<file path="config.mk">
export PLATFORM = sky130hd
export DESIGN_NAME = bsr_ctrl
export DESIGN_NICKNAME = d
export VERILOG_FILES = /design/src/rtl/bsr_pkg.sv /design/src/rtl/bsr_ctrl.sv
export SDC_FILE = /design/constraint.sdc
export NUM_CORES = 1
export LEC_CHECK = 0
export BUFFER_PORTS_ARGS = -buffer_cell sky130_fd_sc_hd__buf_4
export CAP_MARGIN = 20
export CORE_MARGIN = 2
export CORE_UTILIZATION = 40
export DETAILED_ROUTE_END_ITERATION = 7
export HOLD_SLACK_MARGIN = 0.1
export RECOVER_POWER = 100
export SLEW_MARGIN = 5
export SYNTH_ARGS = -nofsm -noshare
export SYNTH_HDL_FRONTEND = slang
export SYNTH_SLANG_ARGS = --single-unit
</file>
<file path="constraint.sdc">
create_clock -name clk -period 2.14 [get_ports clk]
set_clock_uncertainty 0.15 [all_clocks]
set_input_delay 0.214 -clock clk [delete_from_list [all_inputs] [get_ports clk]]
set_output_delay 0.214 -clock clk [all_outputs]
set_load 0.05 [all_outputs]
</file>
<file path="src/rtl/bsr_pkg.sv">
// Shared types and constants for the byte stream reassembler.
// No dependencies; every other file imports this package.
`default_nettype none

package bsr_pkg;

  localparam int DEFAULT_CAPACITY = 1024;

  typedef enum logic [1:0] {
    CMD_PUSH = 2'd0,
    CMD_END  = 2'd1,
    CMD_POP  = 2'd2
  } cmd_code_t;

  typedef enum logic [2:0] {
    ST_STORED       = 3'd0,
    ST_DUPLICATE    = 3'd1,
    ST_OUTSIDE      = 3'd2,
    ST_CONFLICT     = 3'd3,
    ST_END_MISMATCH = 3'd4
  } status_t;

  typedef struct packed {
    logic [1:0]  cmd;
    logic [31:0] position;
    logic [7:0]  data_byte;
    logic        ends_after;
  } in_item_t;

  typedef struct packed {
    logic [2:0]  status;
    logic        read_valid;
    logic [7:0]  read_byte;
    logic        stream_ended;
    logic [10:0] pending_count;
    logic [10:0] readable_count;
    logic [31:0] next_needed;
  } out_item_t;

  // Commands from the controller to the datapath.
  typedef struct packed {
    logic clear_step;
    logic capture;
    logic calc;
    logic decide;
    logic asm_rd;
    logic asm_step;
    logic load_out;
  } dp_cmd_t;

  // Status from the datapath back to the controller.
  typedef struct packed {
    logic clear_last;
    logic go_assemble;
    logic asm_more;
  } dp_stat_t;

endpackage

`default_nettype wire

</file>
<file path="src/rtl/bsr_ctrl.sv">
// Controller of the byte stream reassembler: sequences the clearing pass,
// each beat's lookup and update, assembly and the output handshake. Uses bsr_pkg.
`default_nettype none

module bsr_ctrl import bsr_pkg::*; (
  input  wire logic     clk,
  input  wire logic     rst_n,
  input  wire logic     in_valid,
  output logic          in_stall,
  output logic          out_valid,
  input  wire logic     out_stall,
  output dp_cmd_t       cmd,
  input  wire dp_stat_t stat
);

  typedef enum logic [6:0] {
    S_CLEAR  = 7'b0000001,
    S_IDLE   = 7'b0000010,
    S_CALC   = 7'b0000100,
    S_DECIDE = 7'b0001000,
    S_ASM_RD = 7'b0010000,
    S_ASM_CK = 7'b0100000,
    S_FIN    = 7'b1000000
  } state_t;

  state_t state_r, state_nxt;
  logic   out_valid_r, out_valid_nxt;
  logic   out_free;

  assign out_free = !out_valid_r || !out_stall;

  always_comb begin
    state_nxt = state_r;
    cmd       = '0;
    unique case (state_r)
      S_CLEAR: begin
        cmd.clear_step = 1'b1;
        if (stat.clear_last) begin
          state_nxt = S_IDLE;
        end
      end
      S_IDLE: begin
        if (in_valid) begin
          cmd.capture = 1'b1;
          state_nxt   = S_CALC;
        end
      end
      S_CALC: begin
        cmd.calc  = 1'b1;
        state_nxt = S_DECIDE;
      end
      S_DECIDE: begin
        cmd.decide = 1'b1;
        state_nxt  = stat.go_assemble ? S_ASM_RD : S_FIN;
      end
      S_ASM_RD: begin
        cmd.asm_rd = 1'b1;
        state_nxt  = S_ASM_CK;
      end
      S_ASM_CK: begin
        cmd.asm_step = 1'b1;
        state_nxt    = stat.asm_more ? S_ASM_RD : S_FIN;
      end
      S_FIN: begin
        // The result waits here until the output register is free.
        if (out_free) begin
          cmd.load_out = 1'b1;
          state_nxt    = S_IDLE;
        end
      end
      default: begin
        state_nxt = S_CLEAR;
      end
    endcase
  end

  always_comb begin
    if (cmd.load_out) begin
      out_valid_nxt = 1'b1;
    end else if (!out_stall) begin
      out_valid_nxt = 1'b0;
    end else begin
      out_valid_nxt = out_valid_r;
    end
  end

  always_ff @(posedge clk) begin
    if (!rst_n) begin
      state_r     <= S_CLEAR;
      out_valid_r <= 1'b0;
    end else begin
      state_r     <= state_nxt;
      out_valid_r <= out_valid_nxt;
    end
  end

  assign in_stall  = state_r != S_IDLE;
  assign out_valid = out_valid_r;

endmodule

`default_nettype wire

</file>
==> results of run 1 <==
[power groups by stage]
stage               combinational [mW]  clock [mW]  sequential [mW]
floorplan                       0.0919           0            0.170
global placement                 0.132           0            0.173
detailed placement               0.132           0            0.173
CTS                              0.135       0.116            0.170
global route                     0.143       0.126            0.173
finish                           0.134       0.112            0.170
[repair_timing]
action                                  CTS  global route
endpoints found under the setup margin    0             1
gates resized for setup                   0             1
hold buffers                              2             0
endpoints found under the hold margin     2             0
[registers in the layout, indices dropped and copies added, names as in the netlist]
name	count
state_r	7
out_valid	1
[routing by layer]
layer	GRT usage, %	up-vias	share of wire, %
li1	-	279	-
met1	25.4	237	53
met2	27.8	8	43
met3	5.00	0	3.0
met4	5.00	0	0
met5	0	-	0
[how the worst min path moves through the flow]
stage,start,to,slack (ps),cells after the start
2_1_floorplan,rst_n,state_r[1],210,2
3_3_place_gp,out_valid,state_r[6],350,2
3_5_place_dp,out_valid,state_r[6],340,2
4_1_cts,rst_n,state_r[4],110,2
5_1_grt,rst_n,state_r[4],120,2
6_report,rst_n,state_r[6],110,3
[synthesized netlist by cell type, drive strengths merged]
library cell	count	area, sq um
a211o	1	8.76
or3	2	22.5
clkbuf	1	3.75
a211oi	1	7.51
nand4	1	6.26
nor3b	4	30.0
nor3	3	15.0
or2	1	6.26
o211ai	1	7.51
o21ai	2	10.0
nand2	5	18.8
nor2b	1	6.26
o2111ai	1	8.76
buf	2	18.8
inv	4	15.0
a21oi	3	15.0
nor4b	1	8.76
nand3b	1	7.51
or3b	2	17.5
nor4	1	6.26
dfxtp	8	160
and3	2	12.5
nand3	2	10.0
and4	2	17.5
nand2b	2	12.5
xor2	2	17.5
nor2	4	15.0
and4b	1	10.0
o41ai	1	8.76
a41o	2	20.0
[area by class of cell]
type | instances | area, sq um | area share [%]
Tap cell | 15 | 18.8 | 2.81
Sequential cell | 8 | 161 | 24.2
Clock buffer | 3 | 22.5 | 3.37
Timing Repair Buffer | 19 | 119 | 17.8
Inverter | 4 | 15.0 | 2.25
Multi-Input combinational cell | 49 | 332 | 49.6
[metrics by stage]
stage	utilization [%]	cells	setup slack [ps]	area, sq um
after floorplan	-	64	280	529
after global placement	51.5	93	355	653
after detailed placement	51.5	93	345	653
after CTS	54.8	98	62.8	696
after global routing	52.7	98	12.0	668
final	52.7	98	80.7	668
[worst max-delay path: stages (launching register included)]
cell and delay [ps]:
dfxtp_1 370, or3_4 440, or3_4 400, inv_1 60, buf_4 180
[cell families after synthesis]
logic type | after synthesis
compound gates | 12
xor+xnor | 2
buf+inv | 7
flops | 8
simple gates | 35
==> impl_metrics.py, run 1 <==
metrics = {
    "setup_path": {
        "critPathArrivalTime_ps": 1700,
        "startpoint": "state_r[2]",
        "worstRegToRegCells": 3,
        "crit_end": "cmd[6]",
        "r2r_slack_ps": 470,
        "cp-start-kind": "register",
        "r2r-start": "state_r[2]",
        "path_class": "reg2out",
        "end_kind": "primary output",
        "critical_path.max_fanout": 7,
        "required_ps": 1780,
        "rr_endpoint": "state_r[0]",
    },
    "detailed_routing": {
        "drc": 0,
        "drtIter0Drc": 5,
        "ant_nets": 0,
        "wl_per_cell_um": 12.1,
        "vias": 524,
        "routed_via_density": 5.35,
        "drt-total-wl_um": 1190,
        "firstDrtPassIters": 4,
    },
    "place": {
        "hpwl_um": 963,
        "numPortBuffers": 15,
        "gp_congestion": 0.718,
    },
    "logic_synthesis": {
        "syn_inst": 64,
        "ys_seq_area_share_pct": 30.5,
        "synth_fp_nets": 71,
        "synth.distinct_cells": 31,
        "yosys.area_share.simple_pct": 42.5,
        "synthXorXnorAreaFrac_pct": 3.34,
        "synth_top_family_by_area": "simple AND/OR/NAND/NOR gates",
        "ys_ff_latch": 8,
        "syn-cell-area_sq_um": 524,
        "synth_adder_area_share_pct": 0,
        "syn-mean-instance-area_sq_um": 8.19,
        "ys_warn_count": 0,
        "synthMuxAreaShare_pct": 0,
        "synth-compound-area-share_pct": 16.5,
    },
    "floorplanning": {
        "die-area_sq_um": 1620,
        "initial_core_util_pct": 41.3,
        "die_w_um": 40.2,
        "rows": 13,
        "io_pins": 16,
        "die_h_um": 40.2,
        "core_sq_um": 1270,
    },
    "pwr": {
        "total_power_mw": 0.416,
        "p_switching_mw": 0.138,
        "comb_power_share_pct": 32.1,
        "p_leak_nw": 0.306,
        "pwr-share-seq_pct": 40.9,
        "powerDensity_nw_per_um2": 622,
        "p_int_mw": 0.278,
        "p_clk_share_pct": 27.0,
        "ir_drop_mv": 0.298,
        "swShare_pct": 33.1,
    },
    "global_routing": {
        "antenna_found_initial": 0,
        "grt_pass1_vias": 461,
        "grt_pass1_wl_um": 1930,
        "grt.overflow.total": 0,
        "track_usage_pct": 18.4,
        "grt_max_degree": 12,
    },
    "sta": {
        "tightest_slew_ps": 589,
        "max_freq_mhz": 486,
        "tns_ps": 0,
        "maxSlewHeadroom_pct": 60.9,
        "finalHoldViolations": 0,
        "setup_viol": 0,
        "rsz0062_at_grt": "no",
        "drv_slew": 0,
        "min_period_ps": 2060,
        "hold_ws_ps": 114,
        "fin_crit_sh_pct": 96.2,
    },
    "clock_network": {
        "cts_buffer_depth": 2,
        "cts_setup_buffers": 0,
        "cts_tree": "built",
        "cts_buffers": 3,
        "root_buffer": "clkbuf_4",
        "insertion_delay_ps": 250,
        "path_clk_slew_ps": 60,
        "htreeDepth": 1,
        "clock_sinks": 8,
    },
    "cells_and_area": {
        "num_antenna_cells": 0,
        "drive_gt1_share_pct": 28.9,
        "final_cell_mix": "7 x buf_4, 7 x dfxtp_1, 6 x clkbuf_2",
        "fillCellCount": 141,
        "area_growth_pct": 27.4,
        "finalNetCount": 92,
    },
    "run_status": {
        "status": "complete, no violations",
    },
    "run": {
        "drv_cap": 0,
    },
    "hold_path": {
        "hold_path_class": "in2reg",
    },
}
Note: power is estimated with default switching activity, not from simulation.
==> run 2, diff against run 1 <==
Settings changed: CTS_BUF_LIST set to sky130_fd_sc_hd__clkbuf_8.
==> run 2 against run 1 <==
Net effect: cell area rose by 0.19%; critical path depth did not move; combinational power barely moved; core utilization rose by 0.099 points; sequential power barely moved; non-clock buffer count fell by 2; total power rose by 15%; die area did not move; register-to-register slack barely moved; via count fell by 0.57%; global-route usage rose by 0.23 points; critical endpoint unchanged.
==> impl_metrics.py, run 2 (synthesis results as in run 1) <==
metrics = {
    "clock_network": {
        "cts_buffer_depth": 2,
        "insertion_delay_ps": 220,
        "cts_tree": "built",
        "root_buffer": "clkbuf_8",
        "cts_setup_buffers": 0,
        "htreeDepth": 1,
        "cts_resized": 0,
        "clock_sinks": 8,
        "path_clk_slew_ps": 40,
        "holdBufCountCts": 0,
        "cts_buffers": 3,
    },
    "floorplanning": {
        "initial_core_util_pct": 41.3,
        "die_w_um": 40.2,
        "core_sq_um": 1270,
        "io_pins": 16,
        "die_h_um": 40.2,
        "die-area_sq_um": 1620,
        "rows": 13,
    },
    "place": {
        "hpwl_um": 963,
        "dpl-instance-area_sq_um": 653,
        "gp_congestion": 0.718,
        "numPortBuffers": 15,
    },
    "setup_path": {
        "critPathMaxStageDelay_ps": 420,
        "crit_path_frequent_cell": "or3_4",
        "worstRegToRegCells": 3,
        "critPathArrivalTime_ps": 1670,
        "path_class": "reg2out",
        "critical_path.max_fanout": 10,
        "r2r-start": "state_r[3]",
        "end_kind": "primary output",
        "rr_endpoint": "state_r[0]",
        "crit_slowest_cell": "or3_4",
        "cp-start-kind": "register",
        "required_ps": 1780,
        "r2r_slack_ps": 460,
        "crit_chain": "or3_4 > or3_4 > inv_1 > buf_4",
    },
    "detailed_routing": {
        "ant_nets": 0,
        "vias": 521,
        "routed_via_density": 5.43,
        "drtIter0Drc": 6,
        "drt-total-wl_um": 1190,
        "drc": 0,
        "wl_per_cell_um": 12.3,
        "firstDrtPassIters": 4,
    },
    "cells_and_area": {
        "finalNetCount": 90,
        "drive_gt1_share_pct": 29.6,
        "design_area_sq_um": 669,
        "fillCellCount": 141,
        "top_register": "state_r",
        "area_growth_pct": 27.7,
        "num_antenna_cells": 0,
        "final_cell_mix": "8 x buf_4, 8 x dfxtp_1, 7 x clkbuf_2",
        "postLayoutCoreUtil_pct": 52.8,
        "largest_register_ffs": 7,
    },
    "hold_path": {
        "hp-start": "in_valid",
        "holdPathEnd": "state_r[2]",
        "hold_path_class": "in2reg",
        "hold_depth": 2,
    },
    "sta": {
        "drv_slew": 0,
        "rsz0062_at_grt": "no",
        "finalHoldViolations": 0,
        "tightest_slew_ps": 587,
        "max_freq_mhz": 491,
        "setup_viol": 0,
        "fin_crit_sh_pct": 95.3,
        "maxSlewHeadroom_pct": 61.0,
        "min_period_ps": 2040,
        "tns_ps": 0,
    },
    "run_status": {
        "status": "complete, no violations",
    },
    "pwr": {
        "total_power_mw": 0.479,
        "p_leak_nw": 0.308,
        "powerDensity_nw_per_um2": 716,
        "ir_drop_mv": 0.415,
    },
    "run": {
        "drv_cap": 0,
    },
    "global_routing": {
        "antenna_found_initial": 0,
        "track_usage_pct": 18.6,
        "grt_pass1_wl_um": 1920,
        "grt.overflow.total": 0,
        "grt_max_degree": 12,
        "grt_pass1_vias": 473,
    },
}
-- run 2: through the flow --
step / hold WS [ps] / instances / setup slack [ps]
after floorplan: 212 / 64 / 280
after global placement: 346 / 93 / 355
after detailed placement: 344 / 93 / 345
after global routing: 125 / 96 / 34.8
final: 112 / 96 / 101
after CTS: 114 / 96 / 91.5
-- run 2: worst max path at each step --
stage,from,endpoint,slack [ps],cells after the start
global route,state_r[3],cmd[6],30,4
CTS,state_r[3],cmd[6],90,4
floorplan,state_r[3],cmd[6],280,4
finish,state_r[3],cmd[6],100,4
global placement,state_r[3],cmd[6],360,4
detailed placement,state_r[2],cmd[6],340,4
-- run 2: area by class of cell --
| class | count | area (sq um) | area share, % |
|---|---|---|---|
| Multi-Input combinational cell | 49 | 332 | 49.5 |
| Timing Repair Buffer | 17 | 103 | 15.3 |
| Clock buffer | 3 | 41.3 | 6.17 |
| Tap cell | 15 | 18.8 | 2.80 |
| Sequential cell | 8 | 160 | 23.9 |
| Inverter | 4 | 15.0 | 2.24 |
-- run 2: per-layer routing --
| metal | global-route usage [%] | up-vias | wire length, um |
|---|---|---|---|
| li1 | - | 275 | - |
| met1 | 24.7 | 238 | 618 |
| met2 | 28.2 | 8 | 530 |
| met3 | 5.00 | 0 | 36 |
| met4 | 7.50 | 0 | 0 |
| met5 | 0 | - | 0 |
-- run 2: critical path: cells and delay by family (launching register included) --
family                 cells  cell delay [ps]
and+or+nand+nor            2              820
DFF                        1              380
buffers and inverters      2              240
-- run 2: power by group --
part	switching, mW	leakage [nW]	internal (mW)
registers	0.0131	0.0650	0.158
clock network	0.0556	0.0216	0.122
logic	0.0761	0.221	0.0549
